## src/rtl/npcs_pkg.sv

```systemverilog
// ----------------------------------------------------------------------------
// npcs_pkg
// Shared widths, constants and controller/datapath interface types for the
// nearest palette color search block.
// ----------------------------------------------------------------------------
package npcs_pkg;

	localparam int unsigned PALETTE_ENTRIES_DEF = 4096;
	localparam int unsigned CHAN_W  = 8;
	localparam int unsigned IDX_W   = 12;
	localparam int unsigned SIZE_W  = 13;
	localparam int unsigned SQ_W    = 2 * CHAN_W;
	localparam int unsigned DIST_W  = SQ_W + 2;
	localparam int unsigned ENTRY_W = 4 * CHAN_W + 1;

	// larger than any reachable distance
	localparam logic [DIST_W-1:0] DIST_START = DIST_W'(255 * 255 * 4 + 1);

	localparam logic OP_WRITE = 1'b0;
	localparam logic OP_QUERY = 1'b1;

	typedef struct packed {
		logic wr;          // store the incoming entry
		logic start;       // latch query color, reset best, point at entry 1
		logic transparent; // query color is all zero
		logic issue;       // read one entry and advance the scan address
		logic load_out;    // move the result into the output register
	} dp_cmd_t;

	typedef struct packed {
		logic query_zero;  // incoming color is all zero
		logic empty;       // nothing to scan
		logic last;        // scan address is the final entry
		logic busy;        // compare pipeline holds an entry
		logic out_full;    // output register holds an untaken result
		logic out_taken;   // output result is taken this cycle
	} dp_status_t;

endpackage

```

## src/rtl/npcs_ctrl.sv

```systemverilog
// ----------------------------------------------------------------------------
// npcs_ctrl
// Controller: accepts requests, sequences the palette scan, drains the
// compare pipeline and hands the result to the output register.
// ----------------------------------------------------------------------------
module npcs_ctrl (
	input  logic                 clk,
	input  logic                 arst_n,
	input  logic                 in_valid,
	input  logic                 op,
	output logic                 in_stall,
	input  npcs_pkg::dp_status_t status,
	output npcs_pkg::dp_cmd_t    cmd
);
	import npcs_pkg::*;

	typedef enum logic [1:0] {
		ST_IDLE,
		ST_SCAN,
		ST_DRAIN,
		ST_OUT
	} state_t;

	state_t state_q;
	logic   accept;

	assign in_stall = (state_q != ST_IDLE);
	assign accept   = in_valid && (state_q == ST_IDLE);

	always_comb begin
		cmd             = '0;
		cmd.wr          = accept && (op == OP_WRITE);
		cmd.start       = accept && (op == OP_QUERY);
		cmd.transparent = status.query_zero;
		cmd.issue       = (state_q == ST_SCAN);
		cmd.load_out    = (state_q == ST_OUT) && (!status.out_full || status.out_taken);
	end

	always_ff @(posedge clk or negedge arst_n) begin
		if (!arst_n) begin
			state_q <= ST_IDLE;
		end else begin
			unique case (state_q)
				ST_IDLE: begin
					if (accept && (op == OP_QUERY)) begin
						if (status.query_zero || status.empty)
							state_q <= ST_DRAIN;
						else
							state_q <= ST_SCAN;
					end
				end
				ST_SCAN: begin
					if (status.last)
						state_q <= ST_DRAIN;
				end
				ST_DRAIN: begin
					if (!status.busy)
						state_q <= ST_OUT;
				end
				ST_OUT: begin
					if (cmd.load_out)
						state_q <= ST_IDLE;
				end
				default: state_q <= ST_IDLE;
			endcase
		end
	end

endmodule

```

## config.mk

```make
export PLATFORM = sky130hd
export DESIGN_NAME = npcs_ctrl
export DESIGN_NICKNAME = d
export VERILOG_FILES = /design/src/rtl/npcs_pkg.sv /design/src/rtl/npcs_ctrl.sv
export SDC_FILE = /design/constraint.sdc
export NUM_CORES = 1
export LEC_CHECK = 0
export BUFFER_PORTS_ARGS = -buffer_cell sky130_fd_sc_hd__clkbuf_2
export CAP_MARGIN = 10
export CORE_AREA = 2 2 39 41
export DETAILED_ROUTE_END_ITERATION = 10
export DIE_AREA = 0 0 41 43
export PLACE_DENSITY = 0.41
export SETUP_SLACK_MARGIN = 0.2
export SLEW_MARGIN = 20
export SYNTH_ARGS = -nofsm -noshare
export SYNTH_HDL_FRONTEND = slang
export SYNTH_SLANG_ARGS = --single-unit
export TNS_END_PERCENT = 50
```

## constraint.sdc

```tcl
create_clock -name clk -period 1.6 [get_ports clk]
set_input_delay 0.24 -clock clk [delete_from_list [all_inputs] [get_ports clk]]
set_output_delay 0.24 -clock clk [all_outputs]
set_load 0.01 [all_outputs]
```

# [Word-level counts from Yosys, hierarchy flattened]
# Index checks and enable logic that the tools add are counted.
[totals] regBits=2 output_inout_bits=6
[classes] eq_ne=7 n_mux=6 bitwise_logic=1 n_reduce_logical=10
[ops] op="$mux 2" count=5
[ops] op="$ne 2x2->1 const B" count=4
[ops] op="$pmux 2 s4" count=1
[ops] op="$eq 2x2->1 const B" count=2
[ops] op="$logic_and 1x1->1" count=4
[ops] op="$reduce_and 4->1" count=1
[ops] op="$eq 2x1->1 const B" count=1
[ops] op="$logic_not 2->1" count=1
[ops] op="$logic_or 1x1->1" count=2
[ops] op="$reduce_bool 2->1" count=1
[ops] op="$logic_not 1->1" count=1
[ops] op="$not 1->1" count=1

# [Longest topological paths before layout]
# Gate-level depths: netlist of the first run.
[depth] word_depth=5 depth_mapped=5 depth_no_buf=5

# [Worst setup path after synthesis of the first run]
# No wires, ideal clock.
[synth_path] path_type="register -> register" start="register state_q[0]" end="register state_q[1]" arrival_ns=1.304 required_ns=1.475 slack_ns=0.171 path_stages_with_launch=6 path_cell_list="dfrtp_1 > inv_1 > ha_1 > inv_4 > o2111ai_2 > mux2_4"
[synth_via] elab_chain_cells=5 word_cells_on_any_way=13 classes_between="7 x eq/ne; 1 x mux; 5 x reduce/logical"
[synth_rtl] item="start, declared" line_no="npcs_ctrl.sv:24" text="state_t state_q;"
[synth_rtl] item="start signal, assigned" line_no="npcs_ctrl.sv:41" text="state_q <= ST_IDLE;"
[synth_rtl] item="start signal, assigned" line_no="npcs_ctrl.sv:47" text="state_q <= ST_DRAIN;"
[synth_rtl] item="start signal, assigned" line_no="npcs_ctrl.sv:49" text="state_q <= ST_SCAN;"
[synth_rtl] item="$logic_not 2->1" line_no="npcs_ctrl.sv:28, npcs_ctrl.sv:43"
[synth_rtl] item="$logic_and 1x1->1" line_no="npcs_ctrl.sv:28" text="assign accept = in_valid && (state_q == ST_IDLE);"
[synth_rtl] item="$logic_and 1x1->1" line_no="npcs_ctrl.sv:45" text="if (accept && (op == OP_QUERY)) begin"
[synth_rtl] item="$ne 2x2->1 (no line)"
[synth_rtl] item="$reduce_and 4->1 (no line)"
# Parallel ways exist; a longest one is shown, timed or not.
# A chain may end at the register's enable or synchronous reset.

==> impl_metrics.ini, run 1 <==
[global_route]
grt_pass1_vias = 246
grt_antenna_before_repair = 0
grtUsageTotal_pct = 7.028
grt_pass1_wl_um = 779
grt_overflow = 0
grt_start_max_net_pins = 5

[routing]
dr_total_vias = 241
routed_via_density = 3.887
drt-total-wl_um = 498
drt.antenna.violating_nets = 0
wl_per_cell_um = 8.032
drc = 0
first_iter_violations = 0
drt-pass1-iter-count = 1

[clock_network]
ctsHtreeMaxLevel = 1
cts_made_buffers = 3
insertion_delay_ps = 220
clkSinkCount = 2
cts_root_buf = clkbuf_4
cts_max_path_buffers = 2
clk_pin_slew_worst_paths_ps = 30
cts_tree = done

[power]
pwr-share-clk_pct = 17.3
leakagePower_nw = 0.2123
swShare_pct = 39.60
switchingPower_mw = 0.2573
pwr_density_cell_nw_per_um2 = 1618
p_comb_share_pct = 66.6
pwr-share-seq_pct = 16.1
ir_drop_v = 0.0006886
internal_power_mw = 0.3924

[setup_path]
criticalPathCategory = flip-flop to output pin
worst_setup_path_end_kind = output pin
path_buf_inv = 2
path_max_fanout = 4
ff2ff_setup_slack_ps = 190
crit_arrival_ps = 1170
cpMaxStageDelayCell = dfrtp_1
crit_path_cell_trace = inv_2 > ha_4 > and3_4 > buf_6
cp.required_ps = 1360
path_delay_family = flip-flops
startpoint_type = flip-flop
worst_path_largest_cell_delay_ps = 400

[placed_design]
dpl.hpwl_um = 424.9
gp_congestion = 0.6405
io_buffer_count = 15

[die]
core_area_um2 = 1384
io_pins = 16
die_h_um = 43
std_cell_rows = 14
start_util_pct = 17.81
die_area_um2 = 1763
die_w_um = 41

[sta]
max_clock_freq_mhz = 711.7
max_slew_margin_pct = 83.82
worst_slew_pin_slew_ps = 242.7
post-route-period-util_pct = 87.81
setup-violations-final = 0
drv_slew = 0
hold_violations = 0
finalCriticalPeriod_ps = 1405
rsz0062_at_grt = true
fin_hold_ws_ps = 336.2
fin_skew_ps = 2.055
final.setup.tns_ps = 0

[worst_hold_path]
hp-class = input port to async pin

[run_status]
status = finished, final reports clean

[finish]
fillCellCount = 158
largest_register_ffs = 2
antenna_cells = 0
nets = 63
drive_above_1_share_pct = 60.87
area_delta_synth_final_pct = 62.94
top_regs = state_q x2
top_register = state_q

[run]
cap_violations = 0

[logic_synthesis]
synth_nets = 42
yosysSeqAreaShare_pct = 20.30
netlist_area_um2 = 246.5
syn_avg_cell_area_um2 = 9.129
ys_warn_count = 0
synth_seq_cells = 2
synth_cells = 27
yosysUniqueCellTypes = 16
## layout make-up
type	count	area, um^2	area share, %
multi-input cells	20	192.7	47.98
clock buffers	3	22.52	5.607
well taps	16	20.02	4.984
inverters	4	17.52	4.361
flip-flops and latches	2	50.05	12.46
repair buffers	17	98.84	24.61
## layout by cell type (no fill, tap or decap), types with 2 or more instances in the layout
cell,n
inv_2,2
clkbuf_4,3
dfrtp_1,2
clkbuf_2,13
ha_1,4
nor2_1,2
mux2i_1,2
## final timing paths
check | start | depth (start not counted) | to
setup / recovery | state_q[1] | 4 | cmd[3]
min in group clk | status[2] | 4 | state_q[0]
hold reg to reg | state_q[1] | 1 | state_q[1]
hold / removal | arst_n | 2 | state_q[1]
max in group asynchronous | arst_n | 2 | state_q[0]
setup reg to reg | state_q[1] | 5 | state_q[1]
## stage by stage
| step | total power, mW | std cells | setup slack [ps] | utilization [%] | cell area [um^2] |
|---|---|---|---|---|---|
| floorplan | 0.4117 | 27 | 221.1 | - | 259.0 |
| global placement | 0.5176 | 57 | 135.0 | 25.05 | 346.6 |
| detailed placement | 0.5080 | 57 | 149.8 | 25.05 | 346.6 |
| CTS | 0.6604 | 62 | 174.3 | 28.21 | 390.4 |
| global route | 0.7294 | 62 | 109.8 | 29.02 | 401.6 |
| finish | 0.6497 | 62 | 195.0 | 29.02 | 401.6 |
## synth_stat cells
cell,instances,area (um^2)
nand2_1,2,7.510
and2_1,1,6.260
and3_2,1,7.510
buf_4,1,7.510
mux2_4,1,15.01
o2111ai_2,1,15.01
ha_1,5,62.56
inv_1,3,11.26
nor2_1,3,11.26
inv_4,1,6.260
a21boi_1,1,7.510
nand3b_1,1,7.510
mux2i_1,2,20.02
nand2b_1,1,6.260
dfrtp_1,2,50.05
a21oi_1,1,5.000
## power groups by stage
| stage | Combinational [mW] | Sequential (mW) | Clock (mW) |
|---|---|---|---|
| 2_1_floorplan | 0.315 | 0.0971 | 0 |
| 3_3_place_gp | 0.415 | 0.102 | 0 |
| 3_5_place_dp | 0.407 | 0.101 | 0 |
| 4_1_cts | 0.433 | 0.105 | 0.122 |
| 5_1_grt | 0.495 | 0.108 | 0.126 |
| 6_report | 0.433 | 0.104 | 0.112 |
## timing repair
item                                    4_1_cts  5_1_grt
hold endpoints to repair                      2        0
pin swaps                                     2        3
endpoints found under the setup margin        3        4
hold buffers                                  1        0
gates resized for setup                       3        5
buffers inserted                              1        0
## per-layer routing
metal | global-route usage [%] | up-vias | routed length [um]
met2 | 12.19 | 10 | 264
met5 | 0 | - | 0
met3 | 1.571 | 0 | 40
li1 | - | 126 | -
met4 | 8.000 | 0 | 0
met1 | 5.145 | 105 | 193
## cells by family (layout without fill, tap and decap cells)
| kind of cell | after synthesis | in the layout | synth area share, % |
|---|---|---|---|
| AO/OA/AOI/OAI | 3 | 3 | 11.16 |
| flip-flops | 2 | 2 | 20.31 |
| AND/OR/NAND/NOR | 9 | 9 | 18.79 |
| adder cells (fa/ha/maj) | 5 | 5 | 25.38 |
| buffers and inverters | 5 | 24 | 10.15 |
| multiplexers | 3 | 3 | 14.21 |
No activity file was read; power rests on OpenSTA's default activity.
==> run 2: changes to the inputs <==
ABC_AREA = 1   (was default)
PLACE_DENSITY = 0.43   (was 0.41)
REMOVE_ABC_BUFFERS = 1   (was default)
SKIP_LAST_GASP = 1   (was default)
==> impl_metrics.ini, run 2 <==
[setup_path]
crit_arrival_ps = 1140
path_max_fanout = 4
startpoint_type = flip-flop
criticalPathCategory = flip-flop to output pin
ff2ff_path_depth = 8
timing.rr.start = state_q[0]
cp.required_ps = 1360
crit_start = state_q[0]
worst_setup_path_end_kind = output pin

[clock_network]
clk_pin_slew_worst_paths_ps = 30
cts_max_path_buffers = 2
insertion_delay_ps = 220
ctsHtreeMaxLevel = 1
cts_tree = done
cts_made_buffers = 3
cts_root_buf = clkbuf_4
clkSinkCount = 2

[finish]
fin_cells = 82
largest_register_ffs = 2
top_regs = state_q x2
drive_above_1_share_pct = 45.45
layout_common_cells = nand2_1 (13), clkbuf_2 (13), inv_1 (7), buf_4 (5)
register_area_um2 = 50.05
area_delta_synth_final_pct = 63.30
nets = 83
antenna_cells = 0
top_register = state_q
multi_input_area_um2 = 196.4
fillCellCount = 156

[power]
ir_drop_v = 0.0003821
pwr_density_cell_nw_per_um2 = 1559
fin_total_pwr_mw = 0.6946
leakagePower_nw = 0.2763

[routing]
wl_per_cell_um = 7.293
wl_met1_um = 257
dr_total_vias = 317
drt.antenna.violating_nets = 0
first_iter_violations = 6
drt-total-wl_um = 598
met3_length_um = 39
highest_layer = met3
drt-pass1-iter-count = 4
routed_via_density = 3.866
wl_met2_um = 301
drc = 0

[sta]
max_clock_freq_mhz = 722.9
drv_slew = 0
finalCriticalPeriod_ps = 1383
fin_skew_ps = 0.09641
fin_hold_ws_ps = 344.2
post-route-period-util_pct = 86.46
max_slew_margin_pct = 89.42
setup-violations-final = 0
rsz0062_at_grt = true
hold_violations = 0
worst_slew_pin_slew_ps = 158.6
final.setup.tns_ps = 0

[logic_synthesis]
netlist_area_um2 = 272.8
yosysMostFrequentCell = nand2_1
syn_avg_cell_area_um2 = 6.343
yosysSeqAreaShare_pct = 18.35
ys_warn_count = 0
synth_edf_count = 0
async_reset_ff_share_pct = 100.0
synth_cells = 43
yosysUniqueCellTypes = 11
synth_largest_area_cell = ha_1
synth_commonest_cells = nand2_1 (14), inv_1 (9), ha_1 (5)
synth-main-ff-cell = dfrtp_1
synth_seq_cells = 2
yosys.area.top_type_share_pct = 22.94
synthTopCellsByArea = ha_1 (23%), nand2_1 (19%), dfrtp_1 (18%)

[global_route]
grt_pass1_wl_um = 1041
grt_pass1_vias = 286
grtUsageTotal_pct = 9.036
grt_overflow = 0
grt_antenna_before_repair = 0
grt_start_max_net_pins = 5

[die]
die_area_um2 = 1763
core_area_um2 = 1384
die_h_um = 43
die_w_um = 41
std_cell_rows = 14
start_util_pct = 19.71
io_pins = 16

[placed_design]
dpl.hpwl_um = 462.2
gp_congestion = 0.6075
placedCellCount = 73
io_buffer_count = 15

[run]
cap_violations = 0

[worst_hold_path]
hp-class = input port to async pin

[run_status]
status = finished, final reports clean
## run 2: cell count changes in the layout (fill, tap and decap cells not counted), sizes merged, moves of 2 or more
cell,previous run,this run
buf,3,7
inv,4,9
nand2,2,15
nand3,0,5
mux2i,2,0
## run 2: what timing repair did
action,CTS,global route
pin swaps,1,3
setup endpoints to repair,3,4
resized for setup,4,3
endpoints found under the hold margin,2,0
buffers inserted,4,1
hold buffers,1,0
## run 2: worst max-delay path, stage by stage, from the launching register on
cell and delay (ps):
dfrtp_1 410, inv_2 100, ha_4 160, nand3_2 90, inv_1 60, buf_2 110
## run 2: cell type report
| type | count | share of cell area, % |
|---|---|---|
| sequential | 2 | 11.24 |
| clock buffer | 3 | 5.056 |
| tap | 16 | 4.494 |
| multi-input combinational | 31 | 44.10 |
| timing repair buffer | 21 | 27.53 |
| inverter | 9 | 7.584 |
## run 2: worst paths after layout
kind | endpoint | slack [ps]
worst max register to register | state_q[0] | 280
min in group clk | state_q[1] | 400
worst min-delay path | state_q[0] | 340
worst max-delay path | cmd[3] | 220
max in group asynchronous | state_q[1] | 1160
worst min register to register | state_q[1] | 630
## run 2: report_power, final
group	leakage (nW)	switching [mW]	internal, mW
Combinational	0.237	0.249	0.239
Clock	0.0138	0.0245	0.0823
Sequential	0.0252	0.0240	0.0756
Total	0.276	0.298	0.397
## run 2: metrics by stage
step	setup slack [ps]	instance area, um^2	utilization, %
6_report	216.7	445.4	32.19
3_3_place_gp	320.8	360.3	26.04
3_5_place_dp	308.8	360.3	26.04
5_1_grt	155.9	445.4	32.19
4_1_cts	211.6	435.4	31.46
2_1_floorplan	422.5	265.3	-
## run 2: cells by family (layout without fill, tap and decap cells)
logic type | after synthesis | after routing | share of synthesized area, %
DFF | 2 | 2 | 18.35
and+or+nand+nor | 24 | 24 | 39.91
AOI/OAI and AO/OA | 2 | 2 | 3.666
buffers and inverters | 10 | 33 | 15.14
adders and majority gates | 5 | 5 | 22.94
## run 2: layer usage
metal,global-route usage (%),up-vias
met1,9.646,130
met3,4.712,0
li1,-,177
met2,13.13,10
met5,0,-
met4,6.000,0
==> run 3: changes to the inputs <==
PLACE_DENSITY = 0.52   (was 0.43)
clock period = 1.49 ns   (was 1.6 ns; I/O delays follow)
==> impl_metrics.ini, run 3 (synthesized netlist as in run 2, its figures left out) <==
[routing]
drt.antenna.violating_nets = 0
routed_via_density = 4.012
drc = 0
first_iter_violations = 0
drt-pass1-iter-count = 1
wl_per_cell_um = 7.940
dr_total_vias = 333
drt-total-wl_um = 659

[global_route]
grt_antenna_before_repair = 0
grt_overflow = 0
grtUsageTotal_pct = 8.434
grt_start_max_net_pins = 5
grt_pass1_wl_um = 1028
grt_pass1_vias = 263

[die]
die_h_um = 43
std_cell_rows = 14
io_pins = 16
start_util_pct = 19.71
die_w_um = 41
core_area_um2 = 1384
die_area_um2 = 1763

[finish]
nets = 84
largest_register_ffs = 2
multi_input_area_um2 = 245.2
stdcell_area_um2 = 501.7
layout_common_cells = clkbuf_2 (14), nand2_1 (11), buf_4 (6), inv_1 (5)
top_register = state_q
fin_cells = 83
register_area_um2 = 50.05
antenna_cells = 0
final_common_cell = clkbuf_2
fillCellCount = 153
top_regs = state_q x2
area_delta_synth_final_pct = 83.94
drive_above_1_share_pct = 61.19

[placed_design]
detailedPlace.worstSlack_ps = 216.2
dpl.hpwl_um = 462
placedCellCount = 73
gp_congestion = 0.7488
io_buffer_count = 15
placed_area_um2 = 360.3

[power]
pwr_density_cell_nw_per_um2 = 1769
ir_drop_v = 0.0005793
fin_total_pwr_mw = 0.8874
leakagePower_nw = 0.2839

[sta]
max_slew_margin_pct = 87.34
rsz0062_at_grt = true
worst_slew_pin_slew_ps = 189.2
setup-violations-final = 0
hold_violations = 0
final.setup.tns_ps = 0
fin_skew_ps = 1.314
fin_ws_ps = 144.2
max_clock_freq_mhz = 743.0
post-route-period-util_pct = 90.32
drv_slew = 0
finalCriticalPeriod_ps = 1346

[run_status]
status = finished, final reports clean

[worst_hold_path]
hp-class = input port to async pin

[setup_path]
path_max_fanout = 3
crit_arrival_ps = 1120
cp.required_ps = 1270
worst_setup_path_end_kind = output pin
criticalPathCategory = flip-flop to output pin
startpoint_type = flip-flop

[clock_network]
ctsHtreeMaxLevel = 1
clkSinkCount = 2
clk_pin_slew_worst_paths_ps = 30
cts_root_buf = clkbuf_4
cts_max_path_buffers = 2
cts_tree = done
cts_made_buffers = 3
insertion_delay_ps = 220

[run]
cap_violations = 0
==> run 3: what timing repair did <==
| action | in CTS | in global routing |
|---|---|---|
| resized for setup | 4 | 16 |
| hold endpoints to repair | 2 | 0 |
| pin swaps | 2 | 11 |
| setup buffers | 6 | 0 |
| hold buffers | 1 | 0 |
| setup endpoints to repair | 4 | 7 |
==> run 3: power by group <==
| group | internal [mW] | switching (mW) |
|---|---|---|
| combinational | 0.326 | 0.337 |
| clock | 0.0887 | 0.0296 |
| sequential | 0.0811 | 0.0252 |
| total | 0.496 | 0.392 |
==> run 3: worst paths after layout <==
check                           startpoint          to  slack (ps)  cells past startpoint
worst max-delay path            state_q[1]      cmd[1]         140                      4
worst max register to register  state_q[0]  state_q[0]         250                      9
worst min-delay path                arst_n  state_q[0]         320                      2
max in group asynchronous           arst_n  state_q[1]        1070                      2
worst min register to register  state_q[0]  state_q[0]         660                      3
min in group clk                 status[4]  state_q[1]         370                      5
==> run 3: layer usage <==
metal | vias to the layer above | wire length [um] | GRT usage (%) | part of all wire, %
met4 | 0 | 16 | 6.000 | 2.4
met2 | 11 | 341 | 13.44 | 52
met5 | - | 0 | 0 | 0
li1 | 177 | - | - | -
met1 | 143 | 258 | 10.29 | 39
met3 | 2 | 43 | 0 | 6.5
==> run 3: area by class of cell <==
class | instances | share of cell area [%]
inverters | 9 | 6.733
repair buffers | 22 | 25.94
clock buffers | 3 | 4.489
flip-flops and latches | 2 | 9.975
well taps | 16 | 3.990
multi-input cells | 31 | 48.88
==> run 3: critical path, cell delays in order (launching register included) <==
cell and delay (ps):
dfrtp_1 400, inv_2 90, buf_4 110, ha_2 170, clkbuf_2 130
==> run 3: per-stage QoR <==
stage,hold slack [ps],util (%)
after floorplan,-72.09,-
after global placement,10.44,26.04
after detailed placement,11.10,26.04
after CTS,312.0,32.55
after global routing,329.2,36.26
final,318.8,36.26
